$ cat src/hw/rtl/sitoa_pkg.sv
`default_nettype none
// ----------------------------------------------------------------------------
// sitoa_pkg
// shared types and constants for the signed integer to radix text converter
// ----------------------------------------------------------------------------
package sitoa_pkg;

  localparam int RADIX_W = 6;
  localparam int DIGIT_W = 5;
  localparam int CHAR_W  = 8;

  localparam logic [RADIX_W-1:0] RADIX_MIN = 6'd2;
  localparam logic [RADIX_W-1:0] RADIX_MAX = 6'd32;

  localparam logic [CHAR_W-1:0] MINUS_CODE = 8'h2D;
  localparam logic [CHAR_W-1:0] ZERO_CODE  = 8'h30;
  localparam logic [CHAR_W-1:0] ALPHA_CODE = 8'h41;
  localparam logic [CHAR_W-1:0] ERROR_CODE = 8'h00;

  typedef enum logic [2:0] {
    ST_IDLE,
    ST_DIV,
    ST_ERR,
    ST_SIGN,
    ST_READ,
    ST_EMIT
  } state_t;

  // digit value to its character, 0-9 then A-V
  function automatic logic [CHAR_W-1:0] digit_char(input logic [DIGIT_W-1:0] d);
    logic [CHAR_W-1:0] dx;
    dx = {{(CHAR_W-DIGIT_W){1'b0}}, d};
    if (d < 5'd10) begin
      return ZERO_CODE + dx;
    end else begin
      return ALPHA_CODE + dx - 8'd10;
    end
  endfunction

endpackage
`default_nettype wire

$ cat src/hw/rtl/sitoa_ram.sv
`default_nettype none
// ----------------------------------------------------------------------------
// sitoa_ram
// generic single-port-write, single-port-read ram with registered read data
// ----------------------------------------------------------------------------
module sitoa_ram #(
  parameter int WIDTH     = 5,
  parameter int DEPTH     = 32,
  parameter int ADDR_BITS = $clog2(DEPTH)
) (
  input  wire logic                 clk,
  input  wire logic                 we,
  input  wire logic [ADDR_BITS-1:0] waddr,
  input  wire logic [WIDTH-1:0]     wdata,
  input  wire logic [ADDR_BITS-1:0] raddr,
  output logic      [WIDTH-1:0]     rdata
);

  logic [WIDTH-1:0] mem [DEPTH];

  always_ff @(posedge clk) begin
    if (we) begin
      mem[waddr] <= wdata;
    end
    rdata <= mem[raddr];
  end

endmodule
`default_nettype wire

$ cat src/hw/rtl/sitoa_div.sv
`default_nettype none
// ----------------------------------------------------------------------------
// sitoa_div
// bit-serial restoring divider by a 6-bit radix, one quotient bit per cycle
// ----------------------------------------------------------------------------
module sitoa_div
  import sitoa_pkg::*;
#(
  parameter int VALUE_BITS = 32
) (
  input  wire logic                  clk,
  input  wire logic                  rst,
  input  wire logic                  start,
  input  wire logic [VALUE_BITS-1:0] dividend,
  input  wire logic [RADIX_W-1:0]    divisor,
  output logic                       done,
  output logic      [VALUE_BITS-1:0] quotient,
  output logic      [DIGIT_W-1:0]    remainder
);

  localparam int CNT_W = $clog2(VALUE_BITS);
  localparam logic [CNT_W-1:0] LAST_STEP = CNT_W'(VALUE_BITS - 1);

  logic               busy;
  logic [CNT_W-1:0]   cnt;
  logic [RADIX_W-1:0] dsr;
  logic [RADIX_W-1:0] rem_sh;
  logic               fits;

  // partial remainder stays below the divisor, so 5 bits plus the new bit
  assign rem_sh = {remainder, quotient[VALUE_BITS-1]};
  assign fits   = (rem_sh >= dsr);

  always_ff @(posedge clk) begin
    if (rst) begin
      busy <= 1'b0;
      done <= 1'b0;
      cnt  <= '0;
    end else begin
      done <= 1'b0;
      if (start) begin
        busy <= 1'b1;
        cnt  <= '0;
      end else if (busy) begin
        cnt <= cnt + 1'b1;
        if (cnt == LAST_STEP) begin
          busy <= 1'b0;
          done <= 1'b1;
        end
      end
    end
  end

  always_ff @(posedge clk) begin
    if (start) begin
      quotient  <= dividend;
      remainder <= '0;
      dsr       <= divisor;
    end else if (busy) begin
      quotient  <= {quotient[VALUE_BITS-2:0], fits};
      remainder <= fits ? DIGIT_W'(rem_sh - dsr) : rem_sh[DIGIT_W-1:0];
    end
  end

endmodule
`default_nettype wire

$ cat src/hw/rtl/signed_integer_to_radix_ascii.sv
`default_nettype none
// ----------------------------------------------------------------------------
// signed_integer_to_radix_ascii
// converts a signed integer to ascii text in radix 2..32, msb character first
// ----------------------------------------------------------------------------
// flow: each digit comes from one pass through the bit-serial divider, then
//   each digit character takes a digit ram read and an output load, and a minus
//   sign, if any, is loaded ahead of the digits
// throughput: one transaction at a time; a bad radix skips the divider
// reset: rst is synchronous, active high; it clears the state machine, the
//   output valid and the divider control; the digit ram is not cleared
// ----------------------------------------------------------------------------
module signed_integer_to_radix_ascii
  import sitoa_pkg::*;
#(
  parameter int VALUE_BITS = 32
) (
  input  wire logic                         clk,
  input  wire logic                         rst,
  // input channel
  input  wire logic                         in_valid,
  output logic                              in_ready,
  input  wire logic signed [VALUE_BITS-1:0] value,
  input  wire logic        [RADIX_W-1:0]    radix,
  // output channel, one transaction per character
  output logic                              out_valid,
  input  wire logic                         out_ready,
  output logic             [CHAR_W-1:0]     char_code,
  output logic                              is_last,
  output logic                              radix_error
);

  // digit count must hold VALUE_BITS itself, ram index only VALUE_BITS-1
  localparam int CNT_W  = $clog2(VALUE_BITS + 1);
  localparam int ADDR_W = $clog2(VALUE_BITS);

  state_t state, state_next;

  logic [CNT_W-1:0]      digit_count;
  logic                  negative_flag;
  // radix of the transaction in flight, the input port may move on
  logic [RADIX_W-1:0]    radix_held;

  // divider hookup
  logic                  div_start;
  logic [VALUE_BITS-1:0] div_dividend;
  logic [RADIX_W-1:0]    div_divisor;
  logic                  div_done;
  logic [VALUE_BITS-1:0] div_quot;
  logic [DIGIT_W-1:0]    div_rem;
  logic                  quot_zero;

  // digit ram hookup
  logic                  ram_we;
  logic [ADDR_W-1:0]     ram_raddr;
  logic [DIGIT_W-1:0]    ram_rdata;

  // input side decode
  logic                  radix_ok;
  logic                  value_neg;
  logic [VALUE_BITS-1:0] magnitude;

  // output register load
  logic                  out_free;
  logic                  out_load;
  logic [CHAR_W-1:0]     out_char;
  logic                  out_last;
  logic                  out_err;

  assign radix_ok  = (radix >= RADIX_MIN) && (radix <= RADIX_MAX);
  assign value_neg = value[VALUE_BITS-1];
  // two's complement negate; the most negative value wraps to 2^(n-1) itself
  assign magnitude = value_neg ? (VALUE_BITS'(0) - VALUE_BITS'(value))
                               : VALUE_BITS'(value);
  assign quot_zero = (div_quot == '0);
  assign out_free  = !out_valid || out_ready;
  assign in_ready  = (state == ST_IDLE);

  // first division starts from the magnitude, later ones from the quotient
  assign div_dividend = (state == ST_IDLE) ? magnitude : div_quot;
  // first division takes the radix from the port, later ones the held copy
  assign div_divisor  = (state == ST_IDLE) ? radix : radix_held;

  // digits come back out top first
  assign ram_raddr = ADDR_W'(digit_count - 1'b1);

  // --------------------------------------------------------------------------
  // state register and next state
  // --------------------------------------------------------------------------
  always_ff @(posedge clk) begin
    if (rst) begin
      state <= ST_IDLE;
    end else begin
      state <= state_next;
    end
  end

  always_comb begin
    state_next = state;
    unique case (state)
      ST_IDLE: begin
        if (in_valid) begin
          state_next = radix_ok ? ST_DIV : ST_ERR;
        end
      end
      ST_ERR: begin
        if (out_free) begin
          state_next = ST_IDLE;
        end
      end
      ST_DIV: begin
        // keep dividing until the quotient runs out
        if (div_done && quot_zero) begin
          state_next = ST_SIGN;
        end
      end
      ST_SIGN: begin
        if (!negative_flag || out_free) begin
          state_next = ST_READ;
        end
      end
      ST_READ: begin
        // ram read data is registered, so it is ready in ST_EMIT
        state_next = ST_EMIT;
      end
      ST_EMIT: begin
        if (out_free) begin
          state_next = (digit_count == CNT_W'(1)) ? ST_IDLE : ST_READ;
        end
      end
      default: begin
        state_next = ST_IDLE;
      end
    endcase
  end

  // --------------------------------------------------------------------------
  // control strobes and output selection
  // --------------------------------------------------------------------------
  always_comb begin
    div_start = 1'b0;
    ram_we    = 1'b0;
    out_load  = 1'b0;
    out_char  = ERROR_CODE;
    out_last  = 1'b0;
    out_err   = 1'b0;
    unique case (state)
      ST_IDLE: begin
        div_start = in_valid && radix_ok;
      end
      ST_ERR: begin
        out_load = out_free;
        out_char = ERROR_CODE;
        out_last = 1'b1;
        out_err  = 1'b1;
      end
      ST_DIV: begin
        ram_we    = div_done;
        div_start = div_done && !quot_zero;
      end
      ST_SIGN: begin
        out_load = negative_flag && out_free;
        out_char = MINUS_CODE;
      end
      ST_READ: begin
        out_load = 1'b0;
      end
      ST_EMIT: begin
        out_load = out_free;
        out_char = digit_char(ram_rdata);
        out_last = (digit_count == CNT_W'(1));
      end
      default: begin
        out_load = 1'b0;
      end
    endcase
  end

  // --------------------------------------------------------------------------
  // digit count, sign and radix of the transaction in flight
  // --------------------------------------------------------------------------
  always_ff @(posedge clk) begin
    if (rst) begin
      digit_count   <= '0;
      negative_flag <= 1'b0;
      radix_held    <= '0;
    end else if (state == ST_IDLE && in_valid && radix_ok) begin
      digit_count   <= '0;
      negative_flag <= value_neg;
      radix_held    <= radix;
    end else if (ram_we) begin
      digit_count <= digit_count + 1'b1;
    end else if (state == ST_EMIT && out_load) begin
      digit_count <= digit_count - 1'b1;
    end
  end

  // --------------------------------------------------------------------------
  // output register, decouples the character stream from the sink
  // --------------------------------------------------------------------------
  always_ff @(posedge clk) begin
    if (rst) begin
      out_valid <= 1'b0;
    end else if (out_load) begin
      out_valid <= 1'b1;
    end else if (out_ready) begin
      out_valid <= 1'b0;
    end
  end

  always_ff @(posedge clk) begin
    if (out_load) begin
      char_code   <= out_char;
      is_last     <= out_last;
      radix_error <= out_err;
    end
  end

  // --------------------------------------------------------------------------
  // bit-serial divider and digit stack
  // --------------------------------------------------------------------------
  sitoa_div #(
    .VALUE_BITS (VALUE_BITS)
  ) u_div (
    .clk       (clk),
    .rst       (rst),
    .start     (div_start),
    .dividend  (div_dividend),
    .divisor   (div_divisor),
    .done      (div_done),
    .quotient  (div_quot),
    .remainder (div_rem)
  );

  sitoa_ram #(
    .WIDTH (DIGIT_W),
    .DEPTH (VALUE_BITS)
  ) u_digit_stack (
    .clk   (clk),
    .we    (ram_we),
    .waddr (digit_count[ADDR_W-1:0]),
    .wdata (div_rem),
    .raddr (ram_raddr),
    .rdata (ram_rdata)
  );

endmodule
`default_nettype wire
$ cat config.mk
export PLATFORM = sky130hd
export DESIGN_NAME = signed_integer_to_radix_ascii
export DESIGN_NICKNAME = d
export VERILOG_FILES = /design/src/hw/rtl/sitoa_pkg.sv /design/src/hw/rtl/sitoa_ram.sv /design/src/hw/rtl/sitoa_div.sv /design/src/hw/rtl/signed_integer_to_radix_ascii.sv
export SDC_FILE = /design/constraint.sdc
export NUM_CORES = 1
export LEC_CHECK = 0
export BUFFER_PORTS_ARGS = -buffer_cell sky130_fd_sc_hd__buf_2
export CORE_MARGIN = 2
export CORE_UTILIZATION = 61
export DETAILED_ROUTE_END_ITERATION = 12
export GPL_TIMING_DRIVEN = 0
export PLACE_DENSITY_LB_ADDON = 0.12
export SETUP_SLACK_MARGIN = 0.1
export SLEW_MARGIN = 5
export SYNTH_ARGS = -nofsm -noshare
export SYNTH_HDL_FRONTEND = slang
export SYNTH_SLANG_ARGS = --single-unit
$ cat constraint.sdc
create_clock -name clk -period 5.5 [get_ports clk]
set_input_delay 0.275 -clock clk [delete_from_list [all_inputs] [get_ports clk]]
set_output_delay 0.275 -clock clk [all_outputs]
set_load 0.02 [all_outputs]
==> summary.md <==
| Metric | Value |
|---|---|
| Crit path required time | `5890 ps` |
| Post-cts gate resize count | `0` |
| Slowest stage cell, crit path | `clkbuf_1` |
| Clk pin slew, worst setup/hold paths | `60 ps` |
| Kind of start point of the critical path | `flop` |
| Count of input and output buffers | `51` |
| Yosys synthesis warning count | `0` |
| Run status | `finished clean` |
| Worst-case headroom to the max-slew limit | `between 10% and 20%` |
| Vias | `6345` |
| Number of fill cells | `1115` |
| Ordered cell list for the critical path | `buf_2, buf_2, inv_1, ha_1, clkbuf_1, clkbuf_1, mux4_2, mux4_2, mux2_2` |
| Worst Path Class, Setup | `reg2reg` |
| Post-synth net total | `770` |
| Top-level port count | `54` |
| Starting utilization of the core area | `a little over three fifths` |
| Initial antenna violation count | `0` |
| Layout cell share with drive strength beyond 1 | `between 20% and 30%` |
| Proportion of synthesized chip area in sequential cells | `between 60% and 70%` |
| Max-slew violations | `0` |
| Cell count after synthesis | `712` |
| Area enclosed by the die boundary | `~0.019 mm^2` |
| Maximum number of pins on one net before global-route repair | `37` |
| Most common library cell in the layout ignoring fill and taps | `edfxtp_1` |
| Final count of hold timing violations | `0` |
| Met1 Usage GRT | `31.2%` |
| Global-route track usage on met3 | `roughly 3.3%` |
| Max Buffers Root-to-Sink | `3` |
| Detailed-route DRC error count | `0` |
| Overall power consumption | `4580 uW` |
| Synthesized cell area | `approximately 0.011 mm^2` |
| Register cell area after layout | `0.00690 mm^2` |
| Max-Cap Viols | `0` |
| Crit Path Max Fanout | `10` |
| Worst-case clock skew | `16.5 ps` |
| Global routing's busiest layer | `met2` |
| Path type of the worst min-delay path | `in2reg` |
| Largest voltage drop on the vdd net | `between 0.0002 and 0.00025 V` |
| Placeable Area | `around 0.017 mm^2` |
| Worst path max stage delay | `600 ps` |
| Overall die height | `137 um` |
| Distinct cell type count after synthesis | `55` |
| Flop-to-flop setup slack | `1630 ps` |
| Final Hold Slack | `around 40 ps` |
| Synth Register Bits | `241` |
| Per-cell via count in the routed design | `slightly above 6` |
| Post-CTS repair timing setup buffer count | `0` |
| Antenna Nets Post-Route | `0` |
| Min cycle time layout | `3870 ps` |
| Post-Syn Area per Cell | `between 15 and 20 um^2` |
| Clk Tree Root Cell | `clkbuf_16` |
| Global Route Usage Sum | `24.3%` |
| Std-Cell Rows | `48` |
| Fraction of met2 tracks used by global routing | `43.4%` |
| Kind of cell with the highest combined delay on the critical path | `buffers and inverters` |
| Via count of the first global-routing pass | `roughly 6400` |
| Remaining Overflow, GRT | `0` |
| TritonCTS Buffers | `25` |
| Type of element capturing the critical path | `flop` |
| FFs w/ async S/R, synth | `0%` |
| Worst slew pin tran | `between 1000 and 1500 ps` |
| First-pass GRT wire length | `approximately 35 mm` |
| Final weighted congestion in routability-driven placement | `~0.86` |
| Pwr Density | `372 mW/mm^2` |
| Commonest cells after routing, fill and taps aside | `edfxtp_1, nor2_1, buf_2` |
| Detailed Routing Iterations Pass 1 | `5` |
| Number of synthesized flops with an enable pin | `207` |
| Multi-input logic area | `0.00377 mm^2` |
| TritonCTS clock tree | `built` |
| # nets final | `850` |
| Layout overhead on the synthesized area | `13.4%` |
| Post-route cell area | `0.0123 mm^2` |
| Total routed wirelength | `about 22 mm` |
| RSZ-0062 raised after global routing | `no` |
| H-tree level count | `1` |
| Arrival @ worst endpoint | `4260 ps` |
| Post-Place Cell Area | `0.0114 mm^2` |
| Number of buffer and inverter instances along the worst setup path | `5` |
| Fraction of the cycle the final worst path needs | `70.4%` |
| Die Width | `between 100 and 150 um` |
| Wirelength per Cell | `~22 um` |
| Clock latency reported for the late side of the worst-skew pair | `520 ps` |
| Static Leak | `about 0.004 uW` |
| Post-DP HPWL | `15.6 mm` |
| Maximum operating frequency | `between 0.2 and 0.3 GHz` |
| Setup violation total in the final timing report | `0` |
| Dominant register cell in the synthesized netlist | `edfxtp_1` |
| DRC violation total after the first TritonRoute iteration | `approximately 510` |
| TritonCTS Sinks | `~240` |
| CTS Hold Bufs | `1` |
| Antenna Diode Count | `0` |
==> power breakdown <==
part	internal (uW)	switching, uW	leakage, uW	total [uW]
clock network	1070	683	0.000416	1750
registers	2220	185	0.00218	2400
logic	192	224	0.00147	416
==> sequential cells by signal, summed over array words and instances, names as in the netlist, 5 cells and up <==
name                 cells
char_code                7
digit_count              6
radix_held               6
u_digit_stack.mem      160
u_digit_stack.rdata      5
u_div.cnt                5
u_div.dsr                6
u_div.quotient          32
u_div.remainder          5
==> cell usage after synthesis (13+ instances only) <==
library cell  instances  area (um^2)
edfxtp_1            207         6220
nor2_1               75          282
mux4_2               49         1100
mux2_2               41          462
xnor2_1              37          324
dfxtp_1              34          681
nand2_1              26         97.6
clkbuf_1             23         86.3
inv_1                18         67.6
ha_1                 15          188
nand2b_1             13         81.3
==> per-layer routing <==
layer	up-vias	share of wire (%)
met5	-	0
met4	0	2.4
met3	41	6.8
met2	226	52
met1	3135	39
li1	2943	-
==> layout make-up <==
type                       count  share of cell area [%]
sequential                   241                    56.1
multi-input combinational    419                    30.6
clock buffer                  29                    5.20
timing repair buffer          53                    2.38
tap                          225                    2.29
clock inverter                16                    1.76
buffer                        34                    1.12
inverter                      18                   0.549
==> worst reg2reg max path: stages (launching register included) <==
cell,delay [ps]
dfxtp_1,380
buf_2,290
buf_2,350
inv_1,180
ha_1,320
clkbuf_1,420
clkbuf_1,600
mux4_2,410
mux4_2,520
mux2_2,300
==> stage by stage <==
step	setup WS, ps	utilization [%]	std cells	TNS (ps)
after floorplan	1180	-	712	0
after global placement	-353	65.6	988	-11210
after detailed placement	1630	65.9	989	0
after CTS	1580	70.9	1035	0
after global routing	1430	70.9	1035	0
final	1630	70.9	1035	0
==> cells by family (layout without fill, tap and decap cells) <==
kind of cell,Yosys count,after routing,share of synthesized area (%)
AOI/OAI and AO/OA,71,71,4.84
xor gates and xnor gates,41,41,3.31
adders and majority gates,16,16,1.91
buffers and inverters,52,150,1.89
DFF,241,241,63.5
muxes,103,103,15.8
other,1,1,0.0345
and+or+nand+nor,187,187,8.67
==> path summary, 6_finish.rpt <==
path                       start                endpoint  cells after the start
hold / removal          radix[0]           radix_held[0]                      3
setup / recovery  digit_count[0]  u_digit_stack.rdata[1]                      9
setup reg to reg  digit_count[0]  u_digit_stack.rdata[1]                      9
hold reg to reg    radix_held[4]           radix_held[4]                      2
No activity file was read; power rests on OpenSTA's default activity.
